**src/hdl/chmc_pkg.sv**
```systemverilog
package chmc_pkg;

   // Coordinate width of one axis
   localparam int unsigned COORD_W = 32;
   // Difference and product widths of the cross and area terms
   localparam int unsigned DIFF_W  = COORD_W + 1;
   localparam int unsigned PROD_W  = 2 * DIFF_W;

   // Point memory write data source
   typedef enum logic [1:0] {
      WSEL_REQ = 2'd0,
      WSEL_RD  = 2'd1,
      WSEL_KEY = 2'd2
   } pt_wsel_type;

   // Multiplier operand selection
   typedef enum logic [1:0] {
      MUL_CROSS_A = 2'd0,
      MUL_CROSS_B = 2'd1,
      MUL_AREA_A  = 2'd2,
      MUL_AREA_B  = 2'd3
   } mul_sel_type;

   // Accumulator operation
   typedef enum logic [2:0] {
      ACC_HOLD = 3'd0,
      ACC_CLR  = 3'd1,
      ACC_LOAD = 3'd2,
      ACC_ADD  = 3'd3,
      ACC_SUB  = 3'd4
   } acc_op_type;

   // Controller to datapath commands
   typedef struct packed {
      logic        pt_we;
      pt_wsel_type pt_wsel;
      logic        stk_we;
      logic        key_ld;
      logic        o_ld;
      logic        a_ld;
      logic        b_ld;
      logic        dif_ld;
      mul_sel_type mul_sel;
      acc_op_type  acc_op;
   } cmd_type;

   // Datapath to controller status
   typedef struct packed {
      logic gt;
      logic pos;
   } stat_type;

endpackage

```
**src/hdl/chmc_ctrl.sv**
```systemverilog
module chmc_ctrl #(
   parameter int unsigned MAX_POINTS = 64
) (
   input  logic                            clock,
   input  logic                            reset,
   input  logic                            start,
   input  logic                            last_point,
   output logic                            busy,
   output logic                            strobe,
   output logic                            last_vertex,
   output chmc_pkg::cmd_type               cmd,
   output logic [$clog2(MAX_POINTS)-1:0]   pt_waddr,
   output logic [$clog2(MAX_POINTS)-1:0]   pt_raddr,
   output logic [$clog2(2*MAX_POINTS)-1:0] stk_waddr,
   output logic [$clog2(2*MAX_POINTS)-1:0] stk_raddr,
   output logic [$clog2(MAX_POINTS)-1:0]   stk_wdata,
   input  chmc_pkg::stat_type              stat,
   input  logic [$clog2(MAX_POINTS)-1:0]   stk_rd
);

   localparam int unsigned PW = $clog2(MAX_POINTS);
   localparam int unsigned CNW = $clog2(MAX_POINTS + 1);
   localparam int unsigned SW = $clog2(2 * MAX_POINTS);
   localparam int unsigned DPW = $clog2(2 * MAX_POINTS + 1);

   typedef enum logic [27:0] {
      ST_IDLE   = 28'h0000001,
      ST_S_INIT = 28'h0000002,
      ST_S_KEY  = 28'h0000004,
      ST_S_CMP  = 28'h0000008,
      ST_S_PUT  = 28'h0000010,
      ST_H_TEST = 28'h0000020,
      ST_H_RO   = 28'h0000040,
      ST_H_RA   = 28'h0000080,
      ST_H_RB   = 28'h0000100,
      ST_H_LB   = 28'h0000200,
      ST_H_DIF  = 28'h0000400,
      ST_H_M1   = 28'h0000800,
      ST_H_M2   = 28'h0001000,
      ST_H_M3   = 28'h0002000,
      ST_H_CHK  = 28'h0004000,
      ST_H_PUSH = 28'h0008000,
      ST_H_FIN  = 28'h0010000,
      ST_A_R0   = 28'h0020000,
      ST_A_R1   = 28'h0040000,
      ST_A_R2   = 28'h0080000,
      ST_A_R3   = 28'h0100000,
      ST_A_M1   = 28'h0200000,
      ST_A_M2   = 28'h0400000,
      ST_A_M3   = 28'h0800000,
      ST_A_DEC  = 28'h1000000,
      ST_E_RS   = 28'h2000000,
      ST_E_RP   = 28'h4000000,
      ST_E_OUT  = 28'h8000000
   } state_type;

   state_type       state_ff, state_in;
   logic [CNW-1:0]  cnt_ff, cnt_in;
   logic [CNW-1:0]  i_ff, i_in;
   logic [PW-1:0]   j_ff, j_in;
   logic [DPW-1:0]  dep_ff, dep_in;
   logic [DPW-1:0]  low_ff, low_in;
   logic [DPW-1:0]  k_ff, k_in;
   logic            up_ff, up_in;
   logic            rev_ff, rev_in;
   logic [DPW-1:0]  k_next;
   logic [DPW-1:0]  emit_idx;

   assign k_next   = k_ff + DPW'(1);
   assign emit_idx = rev_ff ? (dep_ff - DPW'(1) - k_ff) : k_ff;

   // Sequencer: load, sort, lower/upper sweep, area, emit
   always_comb begin
      state_in  = state_ff;
      cnt_in    = cnt_ff;
      i_in      = i_ff;
      j_in      = j_ff;
      dep_in    = dep_ff;
      low_in    = low_ff;
      k_in      = k_ff;
      up_in     = up_ff;
      rev_in    = rev_ff;
      cmd       = '0;
      cmd.pt_wsel = chmc_pkg::WSEL_REQ;
      cmd.mul_sel = chmc_pkg::MUL_CROSS_A;
      cmd.acc_op  = chmc_pkg::ACC_HOLD;
      pt_waddr  = j_ff;
      pt_raddr  = stk_rd;
      stk_waddr = dep_ff[SW-1:0];
      stk_raddr = dep_ff[SW-1:0];
      stk_wdata = i_ff[PW-1:0];
      strobe    = 1'b0;
      last_vertex = 1'b0;

      case (state_ff)
         ST_IDLE: begin
            if (start) begin
               if (cnt_ff < CNW'(MAX_POINTS)) begin
                  cmd.pt_we = 1'b1;
                  pt_waddr  = cnt_ff[PW-1:0];
                  cnt_in    = cnt_ff + CNW'(1);
               end
               if (last_point) begin
                  i_in     = CNW'(1);
                  state_in = ST_S_INIT;
               end
            end
         end

         // insertion sort
         ST_S_INIT: begin
            if (i_ff >= cnt_ff) begin
               i_in     = '0;
               dep_in   = '0;
               up_in    = 1'b0;
               state_in = ST_H_TEST;
            end else begin
               pt_raddr = i_ff[PW-1:0];
               j_in     = i_ff[PW-1:0];
               state_in = ST_S_KEY;
            end
         end
         ST_S_KEY: begin
            cmd.key_ld = 1'b1;
            pt_raddr   = j_ff - PW'(1);
            state_in   = ST_S_CMP;
         end
         ST_S_CMP: begin
            if (stat.gt) begin
               cmd.pt_we   = 1'b1;
               cmd.pt_wsel = chmc_pkg::WSEL_RD;
               j_in        = j_ff - PW'(1);
               pt_raddr    = j_ff - PW'(2);
               if (j_ff == PW'(1)) begin
                  state_in = ST_S_PUT;
               end
            end else begin
               state_in = ST_S_PUT;
            end
         end
         ST_S_PUT: begin
            cmd.pt_we   = 1'b1;
            cmd.pt_wsel = chmc_pkg::WSEL_KEY;
            i_in        = i_ff + CNW'(1);
            state_in    = ST_S_INIT;
         end

         // hull sweeps
         ST_H_TEST: begin
            if (up_ff ? (dep_ff > low_ff) : (dep_ff >= DPW'(2))) begin
               stk_raddr = SW'(dep_ff - DPW'(2));
               state_in  = ST_H_RO;
            end else begin
               state_in  = ST_H_PUSH;
            end
         end
         ST_H_RO: begin
            stk_raddr = SW'(dep_ff - DPW'(1));
            state_in  = ST_H_RA;
         end
         ST_H_RA: begin
            cmd.o_ld = 1'b1;
            state_in = ST_H_RB;
         end
         ST_H_RB: begin
            cmd.a_ld = 1'b1;
            pt_raddr = i_ff[PW-1:0];
            state_in = ST_H_LB;
         end
         ST_H_LB: begin
            cmd.b_ld = 1'b1;
            state_in = ST_H_DIF;
         end
         ST_H_DIF: begin
            cmd.dif_ld = 1'b1;
            state_in   = ST_H_M1;
         end
         ST_H_M1: begin
            cmd.mul_sel = chmc_pkg::MUL_CROSS_A;
            state_in    = ST_H_M2;
         end
         ST_H_M2: begin
            cmd.mul_sel = chmc_pkg::MUL_CROSS_B;
            cmd.acc_op  = chmc_pkg::ACC_LOAD;
            state_in    = ST_H_M3;
         end
         ST_H_M3: begin
            cmd.acc_op = chmc_pkg::ACC_SUB;
            state_in   = ST_H_CHK;
         end
         ST_H_CHK: begin
            if (!stat.pos) begin
               dep_in   = dep_ff - DPW'(1);
               state_in = ST_H_TEST;
            end else begin
               state_in = ST_H_PUSH;
            end
         end
         ST_H_PUSH: begin
            cmd.stk_we = 1'b1;
            dep_in     = dep_ff + DPW'(1);
            if (!up_ff) begin
               if (i_ff + CNW'(1) == cnt_ff) begin
                  low_in = dep_ff + DPW'(1);
                  if (cnt_ff >= CNW'(2)) begin
                     i_in     = cnt_ff - CNW'(2);
                     up_in    = 1'b1;
                     state_in = ST_H_TEST;
                  end else begin
                     state_in = ST_H_FIN;
                  end
               end else begin
                  i_in     = i_ff + CNW'(1);
                  state_in = ST_H_TEST;
               end
            end else if (i_ff == '0) begin
               state_in = ST_H_FIN;
            end else begin
               i_in     = i_ff - CNW'(1);
               state_in = ST_H_TEST;
            end
         end
         ST_H_FIN: begin
            // drop the closing duplicate
            if (dep_ff > DPW'(1)) begin
               dep_in = dep_ff - DPW'(1);
            end
            cmd.acc_op = chmc_pkg::ACC_CLR;
            k_in       = '0;
            state_in   = ST_A_R0;
         end

         // signed area over the closed hull
         ST_A_R0: begin
            if (k_ff == dep_ff) begin
               state_in = ST_A_DEC;
            end else begin
               stk_raddr = k_ff[SW-1:0];
               state_in  = ST_A_R1;
            end
         end
         ST_A_R1: begin
            stk_raddr = (k_next == dep_ff) ? '0 : k_next[SW-1:0];
            state_in  = ST_A_R2;
         end
         ST_A_R2: begin
            cmd.a_ld = 1'b1;
            state_in = ST_A_R3;
         end
         ST_A_R3: begin
            cmd.b_ld = 1'b1;
            state_in = ST_A_M1;
         end
         ST_A_M1: begin
            cmd.mul_sel = chmc_pkg::MUL_AREA_A;
            state_in    = ST_A_M2;
         end
         ST_A_M2: begin
            cmd.mul_sel = chmc_pkg::MUL_AREA_B;
            cmd.acc_op  = chmc_pkg::ACC_ADD;
            state_in    = ST_A_M3;
         end
         ST_A_M3: begin
            cmd.acc_op = chmc_pkg::ACC_SUB;
            k_in       = k_next;
            state_in   = ST_A_R0;
         end
         ST_A_DEC: begin
            rev_in   = stat.pos;
            k_in     = '0;
            state_in = ST_E_RS;
         end

         // emit vertices
         ST_E_RS: begin
            stk_raddr = emit_idx[SW-1:0];
            state_in  = ST_E_RP;
         end
         ST_E_RP: begin
            state_in = ST_E_OUT;
         end
         ST_E_OUT: begin
            strobe      = 1'b1;
            last_vertex = (k_next == dep_ff);
            if (k_next == dep_ff) begin
               cnt_in   = '0;
               dep_in   = '0;
               state_in = ST_IDLE;
            end else begin
               k_in     = k_next;
               state_in = ST_E_RS;
            end
         end

         default: begin
            state_in = ST_IDLE;
         end
      endcase
   end

   assign busy = (state_ff != ST_IDLE);

   // Control registers
   always_ff @(posedge clock) begin
      if (reset) begin
         state_ff <= ST_IDLE;
         cnt_ff   <= '0;
         i_ff     <= '0;
         j_ff     <= '0;
         dep_ff   <= '0;
         low_ff   <= '0;
         k_ff     <= '0;
         up_ff    <= 1'b0;
         rev_ff   <= 1'b0;
      end else begin
         state_ff <= state_in;
         cnt_ff   <= cnt_in;
         i_ff     <= i_in;
         j_ff     <= j_in;
         dep_ff   <= dep_in;
         low_ff   <= low_in;
         k_ff     <= k_in;
         up_ff    <= up_in;
         rev_ff   <= rev_in;
      end
   end

`ifndef ASSERT_OFF
   a_cnt_bound: assert property (@(posedge clock) disable iff (reset)
      cnt_ff <= CNW'(MAX_POINTS))
      else $error("point count above capacity");

   a_dep_bound: assert property (@(posedge clock) disable iff (reset)
      dep_ff < DPW'(2 * MAX_POINTS))
      else $error("hull stack overflow");

   a_last_done: assert property (@(posedge clock) disable iff (reset)
      strobe && last_vertex |=> !busy)
      else $error("still busy after final vertex");

   a_run_start: assert property (@(posedge clock) disable iff (reset)
      start && !busy && last_point |=> busy && !strobe)
      else $error("hull run did not start");
`endif

endmodule
```
**config.mk**
```make
export PLATFORM = sky130hd
export DESIGN_NAME = chmc_ctrl
export DESIGN_NICKNAME = d
export VERILOG_FILES = /design/src/hdl/chmc_pkg.sv /design/src/hdl/chmc_ctrl.sv
export SDC_FILE = /design/constraint.sdc
export NUM_CORES = 1
export LEC_CHECK = 0
export BUFFER_PORTS_ARGS = -buffer_cell sky130_fd_sc_hd__buf_2
export CORE_ASPECT_RATIO = 0.8
export CORE_MARGIN = 8
export CORE_UTILIZATION = 50
export CTS_BUF_LIST = sky130_fd_sc_hd__clkbuf_4 sky130_fd_sc_hd__clkbuf_8
export DETAILED_ROUTE_END_ITERATION = 12
export PLACE_DENSITY_LB_ADDON = 0.1
export SYNTH_ARGS = -nofsm -noshare
export SYNTH_HDL_FRONTEND = slang
export SYNTH_SLANG_ARGS = --single-unit
```
**constraint.sdc**
```tcl
create_clock -name clock -period 4.5 [get_ports clock]
set_input_delay 0.9 -clock clock [delete_from_list [all_inputs] [get_ports clock]]
set_output_delay 0.9 -clock clock [all_outputs]
set_load 0.005 [all_outputs]
```
### Word level (Yosys, flattened, before mapping)

Cells that the tools add are included.

| cells by class | value |
|---|---|
| multiplexer cells | 68 |
| add/sub/neg operators | 11 |
| equality and inequality tests | 46 |
| bitwise logic cells | 1 |
| order comparisons | 6 |
| reduce and logical (&&, ||, !) cells | 20 |
| div/mod/pow operators | 0 |
| multiply operators | 0 |
| shift-type cells | 0 |

Operators with widths:

| cell | number |
|---|---|
| $pmux 28 s27 | 1 |
| $mux 28 | 6 |
| $mux 7 | 14 |
| $mux 6 | 8 |
| $mux 8 | 5 |
| $pmux 8 s5 | 1 |
| $pmux 7 s5 | 1 |
| $mux 17 | 2 |
| $mux 16 | 2 |
| $eq 28x1->1 const B | 1 |
| $eq 28x10->1 const B | 1 |
| $eq 28x11->1 const B | 1 |
| $eq 28x12->1 const B | 1 |
| $eq 28x13->1 const B | 1 |
| $eq 28x14->1 const B | 1 |
| $eq 28x15->1 const B | 1 |
| $eq 28x16->1 const B | 1 |
| $eq 28x17->1 const B | 1 |
| $eq 28x18->1 const B | 1 |
| $eq 28x19->1 const B | 1 |
| $eq 28x2->1 const B | 1 |
| $eq 28x20->1 const B | 1 |
| $eq 28x21->1 const B | 1 |
| $eq 28x22->1 const B | 1 |
| 60 further kinds | 97 |

| storage, ports and cells | value |
|---|---|
| ROM bits | 0 |
| memories | 0 |
| flip-flop bits (word level) | 74 |
| logic and storage cells | 161 |
| bits of input ports | 12 |
| bits in latches | 0 |
| memory bits (writable) | 0 |

### Depth between registers and ports, before layout

Gate-level depths: netlist (run 1).

| depth | value |
|---|---|
| word-level depth | 5 |
| gate-level depth with buffers | 15 |
| depth with buffers taken out | 14 |

### Worst setup path after synthesis (run 1)

No wires, ideal clock.

| path | value |
|---|---|
| kind | reg2out |
| from | register dep_ff[0] |
| to | output port stk_raddr[6] |
| data required time | 3.600 ns |
| data arrival time | 2.854 ns |
| cell stages (with the launch flop) | 15 |
| slack | 0.746 ns |
| cell sequence | dfxtp_1 -> clkbuf_1 -> inv_1 -> ha_1 -> or3b_2 -> xor2_1 -> inv_1 -> ha_1 -> o21a_1 -> o31ai_1 -> a21oi_1 -> xor2_1 -> o21ai_0 -> a221o_1 -> nand4_1 |

| between the ends | value |
|---|---|
| word-level cells in the longest chain between the ends | 4 |
| elaborated cells between the ends (all ways) | 13 |
| classes of those cells | 3 x add/sub; 2 x order compare; 2 x eq/ne; 6 x mux |

RTL lines:

| item | line | text |
|---|---|---|
| start, declared | chmc_ctrl.sv:61 | `logic [DPW-1:0] dep_ff, dep_in;` |
| start signal, assigned | chmc_ctrl.sv:320 | `dep_ff <= dep_in;` |
| $sub 8x1->8, or another cell as far along | - |  |
| $sub 7x7->7 / $mux 1 (equally long branches) | chmc_ctrl.sv:70, chmc_ctrl.sv:150 |  |
| $mux 7 (on tied branches) | chmc_ctrl.sv:70, chmc_ctrl.sv:150 |  |
| $pmux 7 s5 * | chmc_ctrl.sv:95 | `case (state_ff)` |
| end, declared | chmc_ctrl.sv:15 | `output logic [$clog2(2*MAX_POINTS)-1:0] stk_raddr,` |

Mark *: on every way between the ends. The rest lies on a longest branch, timed or not.

### Worst setup path in the final report (run 1)

| path | value |
|---|---|
| from | register k_ff[0] |
| to | output port stk_raddr[5] |

| between the ends | value |
|---|---|
| word-level cells in the longest chain between the ends | 4 |
| elaborated cells between the ends (all ways) | 8 |
| classes of those cells | 2 x add/sub; 2 x eq/ne; 4 x mux |

RTL lines:

| item | line | text |
|---|---|---|
| start, declared | chmc_ctrl.sv:63 | `logic [DPW-1:0] k_ff, k_in;` |
| start signal, assigned | chmc_ctrl.sv:322 | `k_ff <= k_in;` |
| $add 8x1->8 | chmc_ctrl.sv:69 | `assign k_next = k_ff + DPW'(1);` |
| $eq 8x8->1 | chmc_ctrl.sv:243 | `stk_raddr = (k_next == dep_ff) ? '0 : k_next[SW-1:0];` |
| $mux 7 | chmc_ctrl.sv:243 |  |
| $pmux 7 s5 * | chmc_ctrl.sv:95 |  |

Marks and branches as above.

==> results by group, run 1 <==
Die
  • Area of the die: about 18000 um2
  • Die W: 147 um
  • Die Y: approximately 120 um
  • Rows: 38
  • Initial core utilization: just over 50%
  • Top Ports: 61
  • Core area: ~14000 um2

Placement
  • Final HPWL DP: 16.7 mm
  • Placed insts: between 1000 and 1500
  • IO Port Bufs: 60
  • Final RePlAce weighted congestion: a little under 1

Yosys
  • Ys async rst share: 0%
  • EDFF count, synth: 0
  • Synth warn: 0
  • Primary FF master, synth: dfxtp_1
  • Synth cell types: slightly above 90
  • #FFs+latches synth: 74
  • Synth Area per Inst: between 7 and 8 um2
  • Syn Std Cell Area: around 7000 um2
  • Syn Nets: ~970
  • Cell count after synthesis: 912
  • Sequential-to-total area share from yosys stat: approximately 22%

Worst setup path
  • CP max stage delay: 0.53 ns
  • Top cell family by delay on the critical path: compound AO/OA/AOI/OAI gates
  • Crit start category: register
  • Crit-path max FO: 8
  • CP max-delay cell: or4b_4
  • Crit path arrival time: roughly 3.4 ns
  • Worst Path Required: 3.60 ns
  • R2R setup slack: 1.30 ns
  • Critical path, cell by cell: ha_2, and2_1, a21oi_1, or4b_4, o31ai_4, o32ai_1, a2111oi_1, o211ai_1, buf_2
  • Crit end category: primary output
  • Critical path buffers and inverters: 1
  • Critical path class: reg -> out

Timing
  • RSZ-0062 raised after global routing: false
  • Final Hold Vio Count: 0
  • Max Fclk: ~0.23 GHz
  • Final Max Slew Viols: 0
  • Worst-Margin Slew: slightly above 0.9 ns
  • Slew headroom: about two fifths
  • Final Skew: 0.0242 ns
  • Min Clock Period, post-route: around 4.3 ns
  • Final period util: about 96%
  • Final setup fails: 0
  • Setup_tns: 0 ns

Detailed routing
  • Final WL: roughly 22 mm
  • Routed vias: around 7000
  • Final ANT Viol Nets: 0
  • Remaining DRCs: 0
  • Avg WL per Cell: ~19 um
  • DR pass1 iterations: 5
  • DR iter-0 viols: 671
  • Vias/cell: between 6 and 7

Final layout
  • Multi-input logic area: a little under 5000 um2
  • Area Growth Syn to Fin: 9.35%
  • Filler instances: between 1000 and 1500
  • Commonest non-fill, non-tap cells in the layout: 87 x nand2_1, 75 x nor2_1, 73 x dfxtp_1
  • Layout cell share with drive strength beyond 1: 15.4%
  • Sequential cell area: ~1500 um2
  • # diodes: 0
  • Most common cell after layout, fill and taps aside: nand2_1
  • Total Nets Final: between 900 and 1000
  • Post-route insts no fill: around 1100

Flow run
  • Max-cap violations: 0

Global route
  • Total track usage: between 20% and 30%
  • GRT overflow: 0
  • Vias in the first global route: roughly 6700
  • First-pass GRT wire length: about 36 mm
  • Pin count of the biggest net entering global routing: 46
  • Initial antenna violation count: 0

Clock tree
  • Post-CTS setup buffers: 0
  • CTS buffer count: 9
  • Longest Clk Path Bufs: 2
  • CTS tree: done
  • H-Tree Depth: 3
  • Clk_lat worst skew: ~0.39 ns
  • Root buf cell: clkbuf_8
  • Worst-path clk slew: approximately 0.1 ns
  • CTS Sinks: 74
  • Post-CTS Resized: 1
  • Hold Buf Count CTS: 0

Power
  • Pwr dens: around 250 nW/um2
  • Pleak: 3.04 nW
  • Maximum VDD drop: around 0.17 mV

Hold path
  • Worst min-delay path category: reg -> reg

Outcome
  • Status: complete, no violations
==> power breakdown <==
part / total (W) / internal [W] / leakage [nW] / switching, W
Clock: 0.000573 / 0.000290 / 0.106 / 0.000283
Combinational: 0.000607 / 0.000225 / 2.34 / 0.000382
Sequential: 0.000702 / 0.000673 / 0.597 / 0.0000286
==> routing by layer <==
metal  wire (um)  up-vias  global-route usage [%]
met4         286        0                    6.42
met5           0        -                       0
li1            -     3407                       -
met1       10500     3335                    35.2
met2        9200      319                    35.5
met3        1890       22                    5.83
==> worst min-delay path: stages (launching register included) <==
cell and delay, ns:
dfxtp_1 0.32, nor2_1 0.09, a211oi_1 0.05
==> through the flow <==
stage | total power, W | utilization, % | hold slack [ns] | setup slack [ns] | area (um2)
after detailed placement | 0.00131 | 53.8 | 0.492 | 0.451 | 7270
after global routing | 0.00197 | 55.6 | 0.541 | 0.0205 | 7510
after global placement | 0.00130 | 53.8 | 0.479 | 0.567 | 7270
final | 0.00188 | 55.6 | 0.503 | 0.187 | 7510
after CTS | 0.00188 | 55.4 | 0.505 | 0.0679 | 7480
after floorplan | 0.00114 | - | 0.460 | 0.746 | 6870
==> flip-flops by register name, indices dropped and copies added, names as in the netlist <==
name and flops:
state_ff 28, dep_ff 8, k_ff 8, low_ff 8
cnt_ff 7, i_ff 7, j_ff 6, rev_ff 1
up_ff 1
==> synth_stat cells, types with 10 or more instances <==
cell / instances / area [um2]
nor2b_1: 19 / 119
ha_1: 40 / 500
a211oi_1: 11 / 82.6
xor2_1: 23 / 201
o21ai_0: 41 / 205
xnor2_1: 28 / 245
or4_1: 11 / 82.6
dfxtp_1: 74 / 1480
inv_1: 50 / 188
nand2b_1: 13 / 81.3
a31oi_1: 12 / 75.1
buf_2: 12 / 60.1
nand2_1: 87 / 327
a21oi_1: 54 / 270
nand3_1: 26 / 130
mux2i_1: 10 / 100
clkbuf_1: 34 / 128
o211ai_1: 12 / 90.1
nor4_1: 20 / 125
nor2_1: 75 / 282
buf_4: 14 / 105
nor3_1: 34 / 170
nand4_1: 22 / 138
==> area by class of cell <==
class / count / share of cell area [%]
well taps: 180 / 3.00
clock buffers: 11 / 2.02
repair buffers: 84 / 6.40
inverters: 52 / 2.60
multi-input cells: 723 / 65.4
flip-flops and latches: 74 / 19.7
clock inverters: 5 / 0.800
==> final timing paths <==
kind                            startpoint            to  cells past startpoint
worst max register to register     i_ff[1]       i_ff[1]                      9
worst min-delay path             low_ff[3]     low_ff[3]                      2
worst min register to register   low_ff[3]     low_ff[3]                      2
worst max-delay path               k_ff[0]  stk_raddr[5]                      9
==> cells by family after synthesis <==
kind of cell             after synthesis  share of synthesized area, %
XOR/XNOR                              53                          7.18
buffers and inverters                115                          7.29
flip-flops                            74                          21.6
adder cells (fa/ha/maj)               41                          7.58
multiplexers                          11                          1.62
AO/OA/AOI/OAI                        231                          23.2
AND/OR/NAND/NOR                      387                          31.6
No activity file was read; power rests on OpenSTA's default activity.
==> run 2: changes to the inputs <==
==> constraint.sdc (replaced) <==
create_clock -name clock -period 4.5 [get_ports clock]
set_input_delay 0.225 -clock clock [delete_from_list [all_inputs] [get_ports clock]]
set_output_delay 0.225 -clock clock [all_outputs]
set_load 0.005 [all_outputs]
==> run 2 against run 1 <==
  * Flip-flop and latch count unchanged
  * Clock skew down 0.014 ns
  * Sequential power up 3.3%
  * Clock power down 5.4%
  * Critical path type unchanged
  * Highest routed layer unchanged
==> results by group, run 2 (synthesized netlist as in run 1, its figures left out) <==
Final layout
  • Filler instances: 1354 (+0.37%)
  • Commonest non-fill, non-tap cells in the layout: 87 x nand2_1, 75 x nor2_1, 74 x dfxtp_1
  • Most common cell after layout, fill and taps aside: nand2_1
  • Max reg flops: 28 (unchanged)
  • Post-route cell area: 7350 um2 (-2.1%)
  • Total Nets Final: 982 (-1.5%)
  • Multi-input logic area: 4880 um2 (-0.59%)
  • Area Growth Syn to Fin: 7.09%
  • Layout cell share with drive strength beyond 1: 13.5% (-1.9 points)
  • Biggest register: state_ff
  • Final core utilization: 54.5% (-1.1 points)
  • Post-route insts no fill: 1114 (-1.3%)
  • Sequential cell area: 1480 um2 (about the same)
  • # diodes: 0 (unchanged)

Worst setup path
  • Crit path arrival time: 3.84 ns (+0.43 ns)
  • Crit start category: register
  • CP max-delay cell: dfxtp_1
  • Crit-path max FO: 12 (+4)
  • Worst Path Required: 4.28 ns (+0.68 ns)
  • Crit end category: primary output
  • Critical path, cell by cell: inv_1, ha_1, nor2b_1, o21ai_0, a21oi_1, o21ai_0, o21ai_0, a221oi_1, nand2_1, buf_2
  • Top cell family by delay on the critical path: compound AO/OA/AOI/OAI gates
  • Critical path class: reg -> out
  • Critical path buffers and inverters: 2 (+1)
  • CP max stage delay: 0.65 ns (+0.12 ns)
  • R2R setup slack: 1.16 ns (-0.14 ns)
  • Most frequent CP cell: o21ai_0

Clock tree
  • CTS Sinks: 74 (unchanged)
  • H-Tree Depth: 3 (unchanged)
  • Longest Clk Path Bufs: 2 (unchanged)
  • CTS buffer count: 9 (unchanged)
  • Root buf cell: clkbuf_8
  • Post-CTS setup buffers: 0 (unchanged)
  • Clk_lat worst skew: 0.38 ns (about the same)
  • Hold Buf Count CTS: 0 (unchanged)
  • Post-CTS Resized: 0 (-1)
  • CTS tree: done
  • Worst-path clk slew: 0.09 ns (about the same)

Detailed routing
  • Final ANT Viol Nets: 0 (unchanged)
  • DR pass1 iterations: 6 (+1)
  • Avg WL per Cell: 19.4 um (about the same)
  • Vias/cell: 6.32 (+0.67%)
  • Final WL: 21.6 mm (-1.3%)
  • Remaining DRCs: 0 (unchanged)
  • DR iter-0 viols: 794 (+18%)
  • Routed vias: 7036 (-0.66%)

Power
  • Combinational share of power: 30.6% (-1.7 points)
  • Maximum VDD drop: 0.218 mV (+31%)
  • Pwr dens: 248 nW/um2 (-0.93%)
  • Net Sw Frac: 37.3% (+0.44 points)
  • Pleak: 2.96 nW (-2.7%)
  • Sequential power share: 39.7% (+2.4 points)
  • Clk pwr share: 29.7% (-0.7 points)
  • Net Switching: 0.000681 W (-1.8%)
  • Internal: 0.00114 W (-3.7%)

Die
  • Die W: 147 um (unchanged)
  • Initial core utilization: 50.9% (unchanged)
  • Die Y: 121 um (unchanged)
  • Top Ports: 61 (unchanged)
  • Rows: 38 (unchanged)
  • Area of the die: 17800 um2 (unchanged)
  • Core area: 13500 um2 (unchanged)

Placement
  • IO Port Bufs: 60 (unchanged)
  • Final RePlAce weighted congestion: 0.944 (-3.1%)
  • Placement Setup Slack: 0.926 ns (+0.475 ns)
  • Placed insts: 1098 (-1.3%)
  • Placed inst area: 7150 um2 (-1.5%)
  • Final HPWL DP: 16.7 mm (-0.16%)

Timing
  • RSZ-0062 raised after global routing: false
  • Final setup fails: 0 (unchanged)
  • Final Skew: 0.0100 ns (-0.0142 ns)
  • Setup_tns: 0 ns (unchanged)
  • Final Max Slew Viols: 0 (unchanged)
  • Max Fclk: 0.246 GHz (+6.1%)
  • Min Clock Period, post-route: 4.07 ns (-0.247 ns)
  • Worst-Margin Slew: 0.962 ns (+0.0422 ns)
  • Final Hold Vio Count: 0 (unchanged)
  • PnR worst setup slack: 0.434 ns (+0.247 ns)
  • Slew headroom: 35.5% (-3.2 points)
  • Final period util: 90.4% (-5.5 points)

Global route
  • Initial antenna violation count: 0 (unchanged)
  • GRT overflow: 0 (unchanged)
  • Total track usage: 23.9% (-0.52 points)
  • First-pass GRT wire length: 34.5 mm (-3.0%)
  • Pin count of the biggest net entering global routing: 45 (-2.2%)
  • Vias in the first global route: 6410 (-3.7%)

Hold path
  • Worst min-delay path category: in -> reg

Flow run
  • Max-cap violations: 0 (unchanged)

Outcome
  • Status: complete, no violations
-- run 2: cell types whose count changed in the layout (fill, tap and decap cells not counted), moves of 2 or more --
cell	delta
inv_6	-2
buf_4	-15
ha_4	-2
ha_1	+3
clkbuf_8	-2
clkinv_4	+2
-- run 2: stage by stage --
step | hold WS (ns) | total power, W
finish | 0.117 | 0.00183
global route | 0.130 | 0.00193
CTS | 0.109 | 0.00183
detailed placement | 0.495 | 0.00128
global placement | 0.474 | 0.00128
floorplan | 0.365 | 0.00114
-- run 2: area by class of cell --
cell class	count	area share, %
Timing Repair Buffer	69	5.00
Sequential cell	74	20.1
Clock buffer	10	1.79
Inverter	52	2.65
Tap cell	180	3.06
Clock inverter	6	0.919
Multi-Input combinational cell	723	66.4
-- run 2: power groups by stage --
stage / logic, W / registers (W) / clock network [W]
final: 0.000558 / 0.000725 / 0.000542
after CTS: 0.000549 / 0.000724 / 0.000556
after global routing: 0.000615 / 0.000729 / 0.000582
after global placement: 0.000540 / 0.000737 / 0
after floorplan: 0.000428 / 0.000713 / 0
after detailed placement: 0.000546 / 0.000739 / 0
-- run 2: tightest hold or removal path: cells and delay by family --
kind | cells | cell delay, ns
AND/OR/NAND/NOR | 1 | 0.05
AO/OA/AOI/OAI | 1 | 0.05
buffers and inverters | 1 | 0.12
-- run 2: worst paths after layout --
check          startpoint           end  depth (start not counted)
max               i_ff[0]   pt_raddr[0]                         10
min reg2reg     low_ff[2]     low_ff[2]                          2
min               stat[0]  state_ff[15]                          3
max reg2reg  state_ff[20]       i_ff[0]                          7
-- run 2: per-layer routing --
metal,vias up,wire (um),GRT usage (%)
met2,311,8920,34.6
met4,0,269,5.28
met1,3314,10300,34.9
met3,27,2040,5.60
met5,-,0,0
li1,3384,-,-
==> run 3: changes to the inputs <==
--- a/config.mk
+++ b/config.mk
@@ -11,7 +11,7 @@
 export CORE_UTILIZATION = 50
 export CTS_BUF_LIST = sky130_fd_sc_hd__clkbuf_4 sky130_fd_sc_hd__clkbuf_8
 export DETAILED_ROUTE_END_ITERATION = 12
-export PLACE_DENSITY_LB_ADDON = 0.1
+export PLACE_DENSITY = 0.78
 export SYNTH_ARGS = -nofsm -noshare
 export SYNTH_HDL_FRONTEND = slang
 export SYNTH_SLANG_ARGS = --single-unit
==> run 3 against run 2 <==
  * Combinational power shrank 3%
  * Utilization is 0.41 points lower
  * First-iteration DRC count decreased by 4.4%
  * Cell count is 0.27% lower
  * Setup slack better by 0.14 ns
  * Die area stayed put
  * Maximum frequency increased by 3.7%
  * Non-clock buffer count decreased by 2
  * Wire length shrank 4.8%
  * Sequential power rose by 2%
  * Count of clock-buffer cells in the layout grew 1
  * Design area fell by 0.75%
  * Largest cell class unchanged
  * Largest power group unchanged
==> results by group, run 3 (synthesized netlist as in run 1, its figures left out) <==
Clock tree
  • Post-CTS Resized: 0 (unchanged)
  • CTS Sinks: 74 (unchanged)
  • Clk_lat worst skew: 0.36 ns (-0.02 ns)
  • CTS buffer count: 9 (unchanged)
  • CTS tree: done
  • H-Tree Depth: 3 (unchanged)
  • Worst-path clk slew: 0.08 ns (about the same)
  • Longest Clk Path Bufs: 2 (unchanged)
  • Hold Buf Count CTS: 0 (unchanged)
  • Post-CTS setup buffers: 0 (unchanged)
  • Root buf cell: clkbuf_8

Die
  • Rows: 38 (unchanged)
  • Core area: 13500 um2 (unchanged)
  • Die Y: 121 um (unchanged)
  • Initial core utilization: 50.9% (unchanged)
  • Top Ports: 61 (unchanged)
  • Die W: 147 um (unchanged)
  • Area of the die: 17800 um2 (unchanged)

Final layout
  • Max reg flops: 28 (unchanged)
  • Post-route cell area: 7300 um2 (-0.75%)
  • Area Growth Syn to Fin: 6.29%
  • Commonest non-fill, non-tap cells in the layout: 87 x nand2_1, 75 x nor2_1, 74 x dfxtp_1
  • Biggest register: state_ff
  • # diodes: 0 (unchanged)
  • Most common cell after layout, fill and taps aside: nand2_1
  • Post-route insts no fill: 1111 (-0.27%)
  • Filler instances: 1305 (-3.6%)
  • Total Nets Final: 980 (-0.20%)
  • Layout cell share with drive strength beyond 1: 13.2% (-0.28 points)

Power
  • Pleak: 2.94 nW (-0.58%)
  • Total Power: 0.00174 W (-4.4%)
  • Maximum VDD drop: 0.145 mV (-33%)
  • Pwr dens: 239 nW/um2 (-3.7%)

Flow run
  • Max-cap violations: 0 (unchanged)

Timing
  • Slew headroom: 33.6% (-1.9 points)
  • Final Max Slew Viols: 0 (unchanged)
  • Final setup fails: 0 (unchanged)
  • Final Hold Vio Count: 0 (unchanged)
  • RSZ-0062 raised after global routing: false
  • Final Skew: 0.00959 ns (-0.000410 ns)
  • Worst-Margin Slew: 0.990 ns (+0.0282 ns)
  • Min Clock Period, post-route: 3.92 ns (-0.144 ns)
  • Max Fclk: 0.255 GHz (+3.7%)
  • Final period util: 87.2% (-3.2 points)
  • Setup_tns: 0 ns (unchanged)

Detailed routing
  • DR iter-0 viols: 759 (-4.4%)
  • Avg WL per Cell: 18.5 um (-4.5%)
  • Routed vias: 7028 (-0.11%)
  • Final ANT Viol Nets: 0 (unchanged)
  • Remaining DRCs: 0 (unchanged)
  • Vias/cell: 6.33 (+0.16%)
  • DR pass1 iterations: 5 (-1)
  • Final WL: 20.5 mm (-4.8%)

Global route
  • Total track usage: 23.0% (-0.90 points)
  • First-pass GRT wire length: 33.8 mm (-2.0%)
  • Initial antenna violation count: 0 (unchanged)
  • Vias in the first global route: 6403 (-0.11%)
  • GRT overflow: 0 (unchanged)
  • Pin count of the biggest net entering global routing: 39 (-13%)

Placement
  • Placed insts: 1096 (-0.18%)
  • Final HPWL DP: 15.6 mm (-6.3%)
  • Placed inst area: 7140 um2 (-0.21%)
  • Final RePlAce weighted congestion: 0.984 (+4.2%)
  • IO Port Bufs: 60 (unchanged)

Worst setup path
  • Crit-path max FO: 10 (-2)
  • Worst Path Required: 4.28 ns (about the same)
  • Crit end category: primary output
  • Crit path arrival time: 3.70 ns (-0.14 ns)
  • Crit start category: register
  • Critical path class: reg -> out

Outcome
  • Status: complete, no violations

Hold path
  • Worst min-delay path category: in -> reg
## run 3: final timing paths
kind / startpoint / slack, ns / endpoint / cells after the start
worst max-delay path: dep_ff[1] / 0.58 / stk_raddr[6] / 14
worst min-delay path: stat[0] / 0.15 / state_ff[15] / 3
worst max register to register: i_ff[0] / 1.09 / i_ff[1] / 9
worst min register to register: low_ff[5] / 0.50 / low_ff[5] / 2
## run 3: report_power, final
group	switching (W)	internal [W]	leakage, nW
Sequential	0.0000631	0.000673	0.597
Combinational	0.000336	0.000204	2.25
Clock	0.000263	0.000206	0.0896
## run 3: layer usage
layer  vias to the layer above  part of all wire [%]  global-route usage, %
met5                         -                     0                      0
met4                         0                   1.6                   6.48
met3                        28                    11                   5.56
met2                       375                    42                   33.5
met1                      3250                    45                   32.9
li1                       3375                     -                      -
## run 3: final cells by class
class	instances	area, um2	area share (%)
Multi-Input combinational cell	723	4880	66.9
Sequential cell	74	1480	20.3
Tap cell	180	225	3.09
Clock buffer	11	139	1.90
Inverter	52	195	2.67
Timing Repair Buffer	67	353	4.83
Clock inverter	4	20.0	0.274
## run 3: critical path, cell delays in order (launching register included)
cell,delay [ns]
dfxtp_1,0.45
inv_1,0.22
ha_1,0.32
or3b_2,0.51
xor2_1,0.16
inv_1,0.08
ha_1,0.33
o21a_1,0.13
o31ai_1,0.08
a21oi_1,0.16
xor2_1,0.23
o21ai_0,0.12
a221o_1,0.32
nand4_1,0.09
buf_2,0.11
## run 3: through the flow
stage               hold WS [ns]  setup slack [ns]  utilization [%]
floorplan                  0.365              1.42                -
global placement           0.478              1.14             52.9
detailed placement         0.495              1.06             52.9
CTS                        0.133             0.632             54.0
global route               0.147             0.261             54.0
finish                     0.145             0.578             54.0
